--- src/hdl/brf_pkg.sv ---
// shared types and constants for the banked register file
// operation codes, mode codes, bank lookup result and physical index layout
// no dependencies
`default_nettype none

package brf_pkg;

  // operation codes carried in the input tuser
  typedef enum logic [2:0] {
    OP_READ_REG   = 3'd0,
    OP_WRITE_REG  = 3'd1,
    OP_WRITE_SPSR = 3'd2,
    OP_READ_SPSR  = 3'd3,
    OP_LOAD_SPSR  = 3'd4,
    OP_WRITE_CPSR = 3'd5
  } brf_op_t;

  // processor mode codes (status word bits 4..0)
  localparam logic [4:0] MODE_USR = 5'h10;
  localparam logic [4:0] MODE_FIQ = 5'h11;
  localparam logic [4:0] MODE_IRQ = 5'h12;
  localparam logic [4:0] MODE_SVC = 5'h13;
  localparam logic [4:0] MODE_ABT = 5'h17;
  localparam logic [4:0] MODE_UND = 5'h1B;
  localparam logic [4:0] MODE_SYS = 5'h1F;

  localparam int          STATE_BIT     = 5;
  localparam logic [31:0] ARM_PC_MASK   = 32'hFFFF_FFFC;
  localparam logic [31:0] THUMB_PC_MASK = 32'hFFFF_FFFE;
  localparam logic [31:0] CPSR_RESET    = 32'h0000_00D3;

  // physical register layout: common r0-r15, fiq r8-r14, then r13/r14 of
  // svc, abt, irq, und
  localparam int          NUM_PHYS   = 31;
  localparam logic [4:0]  FIQ_BASE   = 5'd16;
  localparam logic [4:0]  PRIV_BASE  = 5'd23;
  localparam logic [3:0]  PC_REG_NUM = 4'd15;
  localparam int          NUM_SPSR   = 5;

  // saved status word slots
  localparam logic [2:0] SPSR_FIQ = 3'd0;
  localparam logic [2:0] SPSR_SVC = 3'd1;
  localparam logic [2:0] SPSR_ABT = 3'd2;
  localparam logic [2:0] SPSR_IRQ = 3'd3;
  localparam logic [2:0] SPSR_UND = 3'd4;

  // bank lookup result handed from the mapper to the execute unit
  typedef struct packed {
    logic       reg_ok;
    logic [4:0] reg_addr;
    logic       spsr_ok;
    logic [2:0] spsr_addr;
  } brf_map_t;

endpackage

`default_nettype wire

--- src/hdl/banked_register_file_core.sv ---
// top level of the banked register file: input beat register, execute unit
// and result register on stream channels
// depends on brf_pkg and brf_exec
`default_nettype none

// Banked processor register file with mode banking. Each input beat carries
// one operation (read/write a register, write/read the saved status word,
// load the saved status word into the status word, write the status word)
// and produces exactly one result beat with the value read and the status
// word after the operation. One beat is accepted per clock cycle while the
// output is not stalled; each beat sits in the input register for bank decode
// and register access, then its result lands in the result register.
// Each operation updates state in the same cycle it executes, so the next beat
// always sees the result of the previous one. Reset clears all registers and
// saved status words and puts the status word in supervisor mode, ARM state,
// with IRQ and FIQ masked.

module banked_register_file_core (
  input  wire logic        clk,
  input  wire logic        rst,
  input  wire logic        s_tvalid,
  output logic             s_tready,
  // reg_index[3:0], write_data[35:4], use_given_mode[36], given_mode[41:37], zero
  input  wire logic [47:0] s_tdata,
  // operation[2:0]
  input  wire logic [2:0]  s_tuser,
  output logic             m_tvalid,
  input  wire logic        m_tready,
  // read_data[31:0], status_word[63:32]
  output logic [63:0]      m_tdata
);
  import brf_pkg::*;

  logic        in_valid;
  brf_op_t     in_op;
  logic [3:0]  in_reg_index;
  logic [31:0] in_write_data;
  logic        in_use_given;
  logic [4:0]  in_given_mode;

  logic        advance;
  logic        exec_en;
  logic [31:0] read_data;
  logic [31:0] status_word;

  assign advance  = !m_tvalid || m_tready;
  assign exec_en  = in_valid && advance;
  assign s_tready = !in_valid || advance;

  // input beat register
  always_ff @(posedge clk) begin
    if (rst) begin
      in_valid <= 1'b0;
    end else if (s_tready) begin
      in_valid <= s_tvalid;
    end
  end

  always_ff @(posedge clk) begin
    if (s_tready && s_tvalid) begin
      in_op         <= brf_op_t'(s_tuser);
      in_reg_index  <= s_tdata[3:0];
      in_write_data <= s_tdata[35:4];
      in_use_given  <= s_tdata[36];
      in_given_mode <= s_tdata[41:37];
    end
  end

  brf_exec u_exec (
    .clk            (clk),
    .rst            (rst),
    .exec_en        (exec_en),
    .operation      (in_op),
    .reg_index      (in_reg_index),
    .write_data     (in_write_data),
    .use_given_mode (in_use_given),
    .given_mode     (in_given_mode),
    .read_data      (read_data),
    .status_word    (status_word)
  );

  // result register
  always_ff @(posedge clk) begin
    if (rst) begin
      m_tvalid <= 1'b0;
    end else if (advance) begin
      m_tvalid <= in_valid;
    end
  end

  always_ff @(posedge clk) begin
    if (exec_en) begin
      m_tdata <= {status_word, read_data};
    end
  end

  // a blocked input beat stays in the input register
  a_in_hold: assert property (@(posedge clk) disable iff (rst)
    in_valid && !advance |=> in_valid)
    else $error("input beat lost while output stalled");

  // a result is shown only when an operation executed or one is pending
  a_out_source: assert property (@(posedge clk) disable iff (rst)
    m_tvalid && m_tready && !exec_en |=> !m_tvalid)
    else $error("result beat repeated");

  // every executed operation yields a result beat next cycle
  a_exec_result: assert property (@(posedge clk) disable iff (rst)
    exec_en |=> m_tvalid)
    else $error("executed operation produced no result");

endmodule

`default_nettype wire

--- src/hdl/brf_bank_map.sv ---
// mode banking decode: register number and mode to physical register slot,
// current mode to saved status word slot
// depends on brf_pkg
`default_nettype none

module brf_bank_map (
  input  wire logic [3:0]        reg_index,
  input  wire logic [4:0]        reg_mode,
  input  wire logic [4:0]        cur_mode,
  output brf_pkg::brf_map_t      map
);
  import brf_pkg::*;

  logic [1:0] priv_bank;
  logic       priv_ok;
  logic       hi_link;

  assign hi_link = (reg_index == 4'd13) || (reg_index == 4'd14);

  // privileged modes that bank only r13/r14
  always_comb begin
    priv_ok   = 1'b1;
    priv_bank = 2'd0;
    case (reg_mode)
      MODE_SVC: priv_bank = 2'd0;
      MODE_ABT: priv_bank = 2'd1;
      MODE_IRQ: priv_bank = 2'd2;
      MODE_UND: priv_bank = 2'd3;
      default:  priv_ok   = 1'b0;
    endcase
  end

  // register slot
  always_comb begin
    map.reg_ok   = 1'b1;
    map.reg_addr = {1'b0, reg_index};
    if (reg_mode == MODE_USR || reg_mode == MODE_SYS) begin
      map.reg_addr = {1'b0, reg_index};
    end else if (reg_mode == MODE_FIQ) begin
      if (reg_index >= 4'd8 && reg_index <= 4'd14) begin
        map.reg_addr = FIQ_BASE + {1'b0, reg_index} - 5'd8;
      end
    end else if (priv_ok) begin
      if (hi_link) begin
        map.reg_addr = PRIV_BASE + {2'b0, priv_bank, 1'b0} + {4'b0, reg_index[0] ^ 1'b1};
      end
    end else begin
      map.reg_ok = 1'b0;
    end
  end

  // saved status word slot, always by current mode
  always_comb begin
    map.spsr_ok   = 1'b1;
    map.spsr_addr = SPSR_FIQ;
    case (cur_mode)
      MODE_FIQ: map.spsr_addr = SPSR_FIQ;
      MODE_SVC: map.spsr_addr = SPSR_SVC;
      MODE_ABT: map.spsr_addr = SPSR_ABT;
      MODE_IRQ: map.spsr_addr = SPSR_IRQ;
      MODE_UND: map.spsr_addr = SPSR_UND;
      default:  map.spsr_ok   = 1'b0;
    endcase
  end

endmodule

`default_nettype wire

--- src/hdl/brf_exec.sv ---
// register storage, saved status words and program status word, with the
// operation logic that reads and updates them
// depends on brf_pkg and brf_bank_map
`default_nettype none

module brf_exec (
  input  wire logic              clk,
  input  wire logic              rst,
  input  wire logic              exec_en,
  input  wire brf_pkg::brf_op_t  operation,
  input  wire logic [3:0]        reg_index,
  input  wire logic [31:0]       write_data,
  input  wire logic              use_given_mode,
  input  wire logic [4:0]        given_mode,
  output logic [31:0]            read_data,
  output logic [31:0]            status_word
);
  import brf_pkg::*;

  logic [31:0] regs [NUM_PHYS];
  logic [31:0] spsr [NUM_SPSR];
  logic [31:0] cpsr;
  logic [31:0] cpsr_next;

  logic [4:0]  cur_mode;
  logic [4:0]  reg_mode;
  brf_map_t    map;
  logic [31:0] reg_wdata;
  logic        reg_we;
  logic        spsr_we;

  assign cur_mode = cpsr[4:0];
  assign reg_mode = use_given_mode ? given_mode : cur_mode;

  brf_bank_map u_map (
    .reg_index (reg_index),
    .reg_mode  (reg_mode),
    .cur_mode  (cur_mode),
    .map       (map)
  );

  // pc writes drop to a word or halfword boundary
  always_comb begin
    reg_wdata = write_data;
    if (reg_index == PC_REG_NUM) begin
      reg_wdata = write_data & (cpsr[STATE_BIT] ? THUMB_PC_MASK : ARM_PC_MASK);
    end
  end

  // operation decode
  always_comb begin
    read_data = '0;
    cpsr_next = cpsr;
    reg_we    = 1'b0;
    spsr_we   = 1'b0;
    case (operation)
      OP_READ_REG: begin
        if (map.reg_ok) read_data = regs[map.reg_addr];
      end
      OP_WRITE_REG: begin
        reg_we = map.reg_ok;
      end
      OP_WRITE_SPSR: begin
        spsr_we = map.spsr_ok;
      end
      OP_READ_SPSR: begin
        read_data = map.spsr_ok ? spsr[map.spsr_addr] : cpsr;
      end
      OP_LOAD_SPSR: begin
        if (map.spsr_ok) cpsr_next = spsr[map.spsr_addr];
      end
      OP_WRITE_CPSR: begin
        cpsr_next = write_data;
      end
      default: begin
        read_data = '0;
      end
    endcase
  end

  assign status_word = cpsr_next;

  // state update
  always_ff @(posedge clk) begin
    if (rst) begin
      for (int i = 0; i < NUM_PHYS; i++) regs[i] <= '0;
      for (int i = 0; i < NUM_SPSR; i++) spsr[i] <= '0;
      cpsr <= CPSR_RESET;
    end else if (exec_en) begin
      if (reg_we) regs[map.reg_addr] <= reg_wdata;
      if (spsr_we) spsr[map.spsr_addr] <= write_data;
      cpsr <= cpsr_next;
    end
  end

  // status word comes out of reset in supervisor mode, arm state, masked
  a_cpsr_reset: assert property (@(posedge clk) rst |=> cpsr == CPSR_RESET)
    else $error("status word not at reset value after reset");

  // the shared pc never holds an odd address
  a_pc_aligned: assert property (@(posedge clk) disable iff (rst)
    regs[PC_REG_NUM][0] == 1'b0)
    else $error("pc holds an unaligned value");

  // only a status word operation may change the status word
  a_cpsr_hold: assert property (@(posedge clk) disable iff (rst)
    !(exec_en && (operation == OP_LOAD_SPSR || operation == OP_WRITE_CPSR))
    |=> $stable(cpsr))
    else $error("status word changed without a status operation");

  // the fiq, svc and und saved status words change only on a saved status write
  a_spsr_hold: assert property (@(posedge clk) disable iff (rst)
    !(exec_en && operation == OP_WRITE_SPSR) |=> $stable(spsr[SPSR_FIQ])
      && $stable(spsr[SPSR_SVC]) && $stable(spsr[SPSR_UND]))
    else $error("saved status word changed without a write");

endmodule

`default_nettype wire

--- config.mk ---
export PLATFORM = sky130hd
export DESIGN_NAME = banked_register_file_core
export DESIGN_NICKNAME = d
export VERILOG_FILES = /design/src/hdl/brf_pkg.sv /design/src/hdl/banked_register_file_core.sv /design/src/hdl/brf_bank_map.sv /design/src/hdl/brf_exec.sv
export SDC_FILE = /design/constraint.sdc
export NUM_CORES = 2
export LEC_CHECK = 0
export BUFFER_PORTS_ARGS = -buffer_cell sky130_fd_sc_hd__buf_2
export CAP_MARGIN = 20
export CELL_PAD_IN_SITES_DETAIL_PLACEMENT = 1
export CELL_PAD_IN_SITES_GLOBAL_PLACEMENT = 2
export CORE_MARGIN = 4
export CORE_UTILIZATION = 25
export CTS_CLUSTER_DIAMETER = 30
export DETAILED_ROUTE_END_ITERATION = 8
export GPL_ROUTABILITY_DRIVEN = 0
export PLACE_DENSITY_LB_ADDON = 0.3
export SLEW_MARGIN = 20
export SYNTH_ARGS = -nofsm -noshare
export SYNTH_HDL_FRONTEND = slang
export SYNTH_SLANG_ARGS = --single-unit
--- constraint.sdc ---
create_clock -name clk -period 6.3 [get_ports clk]
set_clock_uncertainty 0.2 [all_clocks]
set_input_delay 0.63 -clock clk [delete_from_list [all_inputs] [get_ports clk]]
set_output_delay 0.63 -clock clk [all_outputs]
set_load 0.02 [all_outputs]
==> summary.txt <==
Run status
  • Status: completed

Min path
  • Hold Crit Depth: 2
  • WHS Endpoint: in_write_data[4]
  • Worst min-delay path class: input port to register
  • Hold path startpoint: s_tdata[8]

Logic synthesis
  • Main flop type after synthesis: edfxtp_1
  • Syn nets: 4548
  • Synth warn: 0
  • Sequential fraction of the synthesis area: 66.0%
  • Async SR Flop Fraction: 0%
  • Yosys cell types: 78
  • Syn Area/Cell: 13.3 sq um
  • Xor/xnor cell area share of the yosys netlist: 0.0439%
  • Synthesized flop and latch total: 1327
  • Post-synthesis simple-gate area fraction: 17.6%
  • Synthesized cell area: 0.0598 sq mm
  • Syn Inst Count: 4491
  • Post-synthesis mux area share: 6.94%
  • Post-synthesis compound-gate area fraction: 5.90%
  • Synth Area in Adders: 0.0774%
  • EDFF count, synth: 1293
  • Combinational family with the most area after synthesis: simple AND/OR/NAND/NOR gates

Route
  • Vias: 41205
  • TritonRoute pass-1 iters: 5
  • Total Wirelength: 233000 um
  • Drt via density: 5.04
  • DRC: 0
  • Number of DRC markers in iteration 0: 3838
  • Remaining antenna violation count after routing: 0
  • DR WL/cell: 28.5 um

Finish
  • Finished Cell Area: 0.0769 sq mm
  • # fillers: 24975
  • Util after Layout: 32.3%
  • Nets@finish: 4788
  • Layout Area Growth over Synthesis: 28.5%
  • Layout cells sized above 1: 21.7%

Clock tree
  • Clk root buf: clkbuf_16
  • Worst-Skew Late Latency: 0.92 ns
  • H-tree Lvls: 5
  • Post-CTS Setup Inserts: 0
  • Total CTS buffers: 362
  • Clock slew at reported path FFs: 0.04 ns
  • CTS tree: yes
  • CTS max path bufs: 4
  • Clock tree sinks: 1327

Critical path
  • Worst Setup Start Kind: register
  • Worst R2R Setup Slack: 1.06 ns
  • CP Class: register to register
  • R2R cell count: 10
  • Critical R2R Capture: u_exec.regs[21][21]
  • Maximum net fanout on the critical path: 41
  • RR Startpoint: in_use_given
  • Critical path required time: 6.88 ns
  • Element type at the critical path end: register
  • Critical Path AT: 5.82 ns

Floorplan
  • Initial Utilization: 25.1%
  • DIE HEIGHT: 497 um
  • Die area: 0.247 sq mm
  • Core box area: 0.238 sq mm
  • Row count: 179
  • Die width: 497 um
  • I/O pin cnt: 121

Global routing
  • Largest net degree at the start of global routing: 121
  • Vias in the first global route: 43547
  • Gr usage total: 18.4%
  • First-pass GRT wire length: 329000 um
  • Initial antenna violation count: 14
  • Total grt overflow: 0

Power and ir drop
  • Lkg Pwr: 0.0314 uW
  • Total power: 29500 uW
  • VDD IR max: 0.226 mV
  • Pwr per Cell Area: 384 mW/mm^2

Run
  • Max Cap Viol: 0

STA
  • Max Fclk: 191 MHz
  • Final Critical Period: 5.24 ns
  • Final hold vios: 0
  • Final hold slack: 0.238 ns
  • Final setup viols: 0
  • Setup TNS Final: 0 ns
  • Worst rel slew slack: 21.3%
  • Final Cycle Share: 83.2%
  • Slew @ Worst Pin: 1.18 ns
  • Unrepaired setup endpoints after global routing: no
  • Pins Over Slew Limit: 0

Placement
  • Post-DP Area: 0.0648 sq mm
  • Buffers on Ports: 114
  • DP Wirelength: 135000 um
-- layout by cell type, fill, tap and decap left out, types with 40 or more instances in the layout --
cell type and n:
nand2_1 439, and2_1 180, a21oi_1 62, o21ai_0 40
dlygate4sd3_1 51, a211oi_1 87, mux2i_1 94, clkbuf_1 52
clkinv_1 64, clkinv_2 67, buf_2 113, clkbuf_16 367
buf_4 173, and3_1 985, nor2_1 115, a31oi_1 41
bufinv_16 43, edfxtp_1 1293, mux4_2 139, buf_12 40
-- metrics by stage --
| step | worst slack, ns | std cells |
|---|---|---|
| floorplan | 0.945 | 4491 |
| global placement | 1.12 | 7483 |
| detailed placement | 1.12 | 7483 |
| CTS | 1.10 | 8158 |
| global route | 0.847 | 8159 |
| finish | 1.06 | 8168 |
-- power by group --
| group | internal [uW] | total [uW] | switching [uW] |
|---|---|---|---|
| registers | 10000 | 10100 | 114 |
| clock network | 12300 | 17600 | 5310 |
| logic | 504 | 1820 | 1310 |
-- sequential cells by signal, indices dropped and copies added (netlist names) --
name and cells:
u_exec.cpsr 32, u_exec.regs 1024, in_reg_index 4, u_exec.spsr 160, in_write_data 32, in_given_mode 5, in_use_given 1, in_op 3
m_tdata 64, m_tvalid 1, in_valid 1
-- cells by family after synthesis --
kind of cell	count (synthesis)
AOI/OAI and AO/OA	485
xor gates and xnor gates	3
adders and majority gates	4
buffers and inverters	519
DFF	1327
muxes	240
and+or+nand+nor	1913
-- worst max-delay path by stage --
stage | startpoint | endpoint | slack (ns)
2_1_floorplan | in_reg_index[0] | u_exec.regs[3][0] | 0.94
5_1_grt | in_use_given | u_exec.regs[17][27] | 0.85
3_3_place_gp | in_use_given | u_exec.regs[21][21] | 1.12
4_1_cts | in_use_given | u_exec.regs[17][6] | 1.10
6_report | in_use_given | u_exec.regs[21][21] | 1.06
3_5_place_dp | in_use_given | u_exec.regs[17][6] | 1.12
-- layout make-up --
type,instances,area [sq um],area share (%)
multi-input combinational,2645,18600,24.2
clock inverter,197,2080,2.70
inverter,18,70.1,0.0911
tap,3167,3960,5.15
timing repair buffer,377,3180,4.13
clock buffer,427,9490,12.3
sequential,1327,39500,51.4
antenna,10,25.0,0.0325
-- Yosys cell counts (31+ instances only) --
library cell | number | share of area, %
edfxtp_1 | 1293 | 65
nor3_1 | 31 | 0.26
nand2b_1 | 56 | 0.59
o21ai_0 | 40 | 0.33
buf_2 | 36 | 0.30
a311oi_1 | 33 | 0.48
clkbuf_1 | 441 | 2.8
o31ai_1 | 33 | 0.41
a21oi_1 | 62 | 0.52
mux2i_1 | 94 | 1.6
and3_1 | 987 | 10
nand2_1 | 440 | 2.8
o221ai_1 | 31 | 0.45
a211oi_1 | 87 | 1.1
and2_1 | 181 | 1.9
dfxtp_1 | 34 | 1.1
mux4_2 | 139 | 5.2
nor2_1 | 132 | 0.83
a31oi_1 | 41 | 0.43
-- timing repair --
| item | in CTS | in global routing |
|---|---|---|
| resized for setup | 0 | 0 |
| hold endpoints to repair | 48 | 0 |
| hold buffers | 51 | 0 |
-- critical path, cell delays in order (launching register included) --
cell and delay, ns:
edfxtp_1 0.69, mux2_2 0.45, xnor2_1 0.22, nand2_1 0.11, ha_1 0.32, and3_1 0.53, nor2_8 0.26, nor2_4 0.94
buf_4 0.63, buf_4 0.47, and3_1 0.22
-- layer usage --
metal / vias to the layer above / global-route usage (%) / routed length, um
li1: 17762 / - / -
met1: 21712 / 24.3 / 101000
met2: 1374 / 29.8 / 110000
met3: 357 / 3.35 / 14100
met4: 0 / 7.28 / 8860
met5: - / 0 / 0
(Power assumes the default switching activity.)
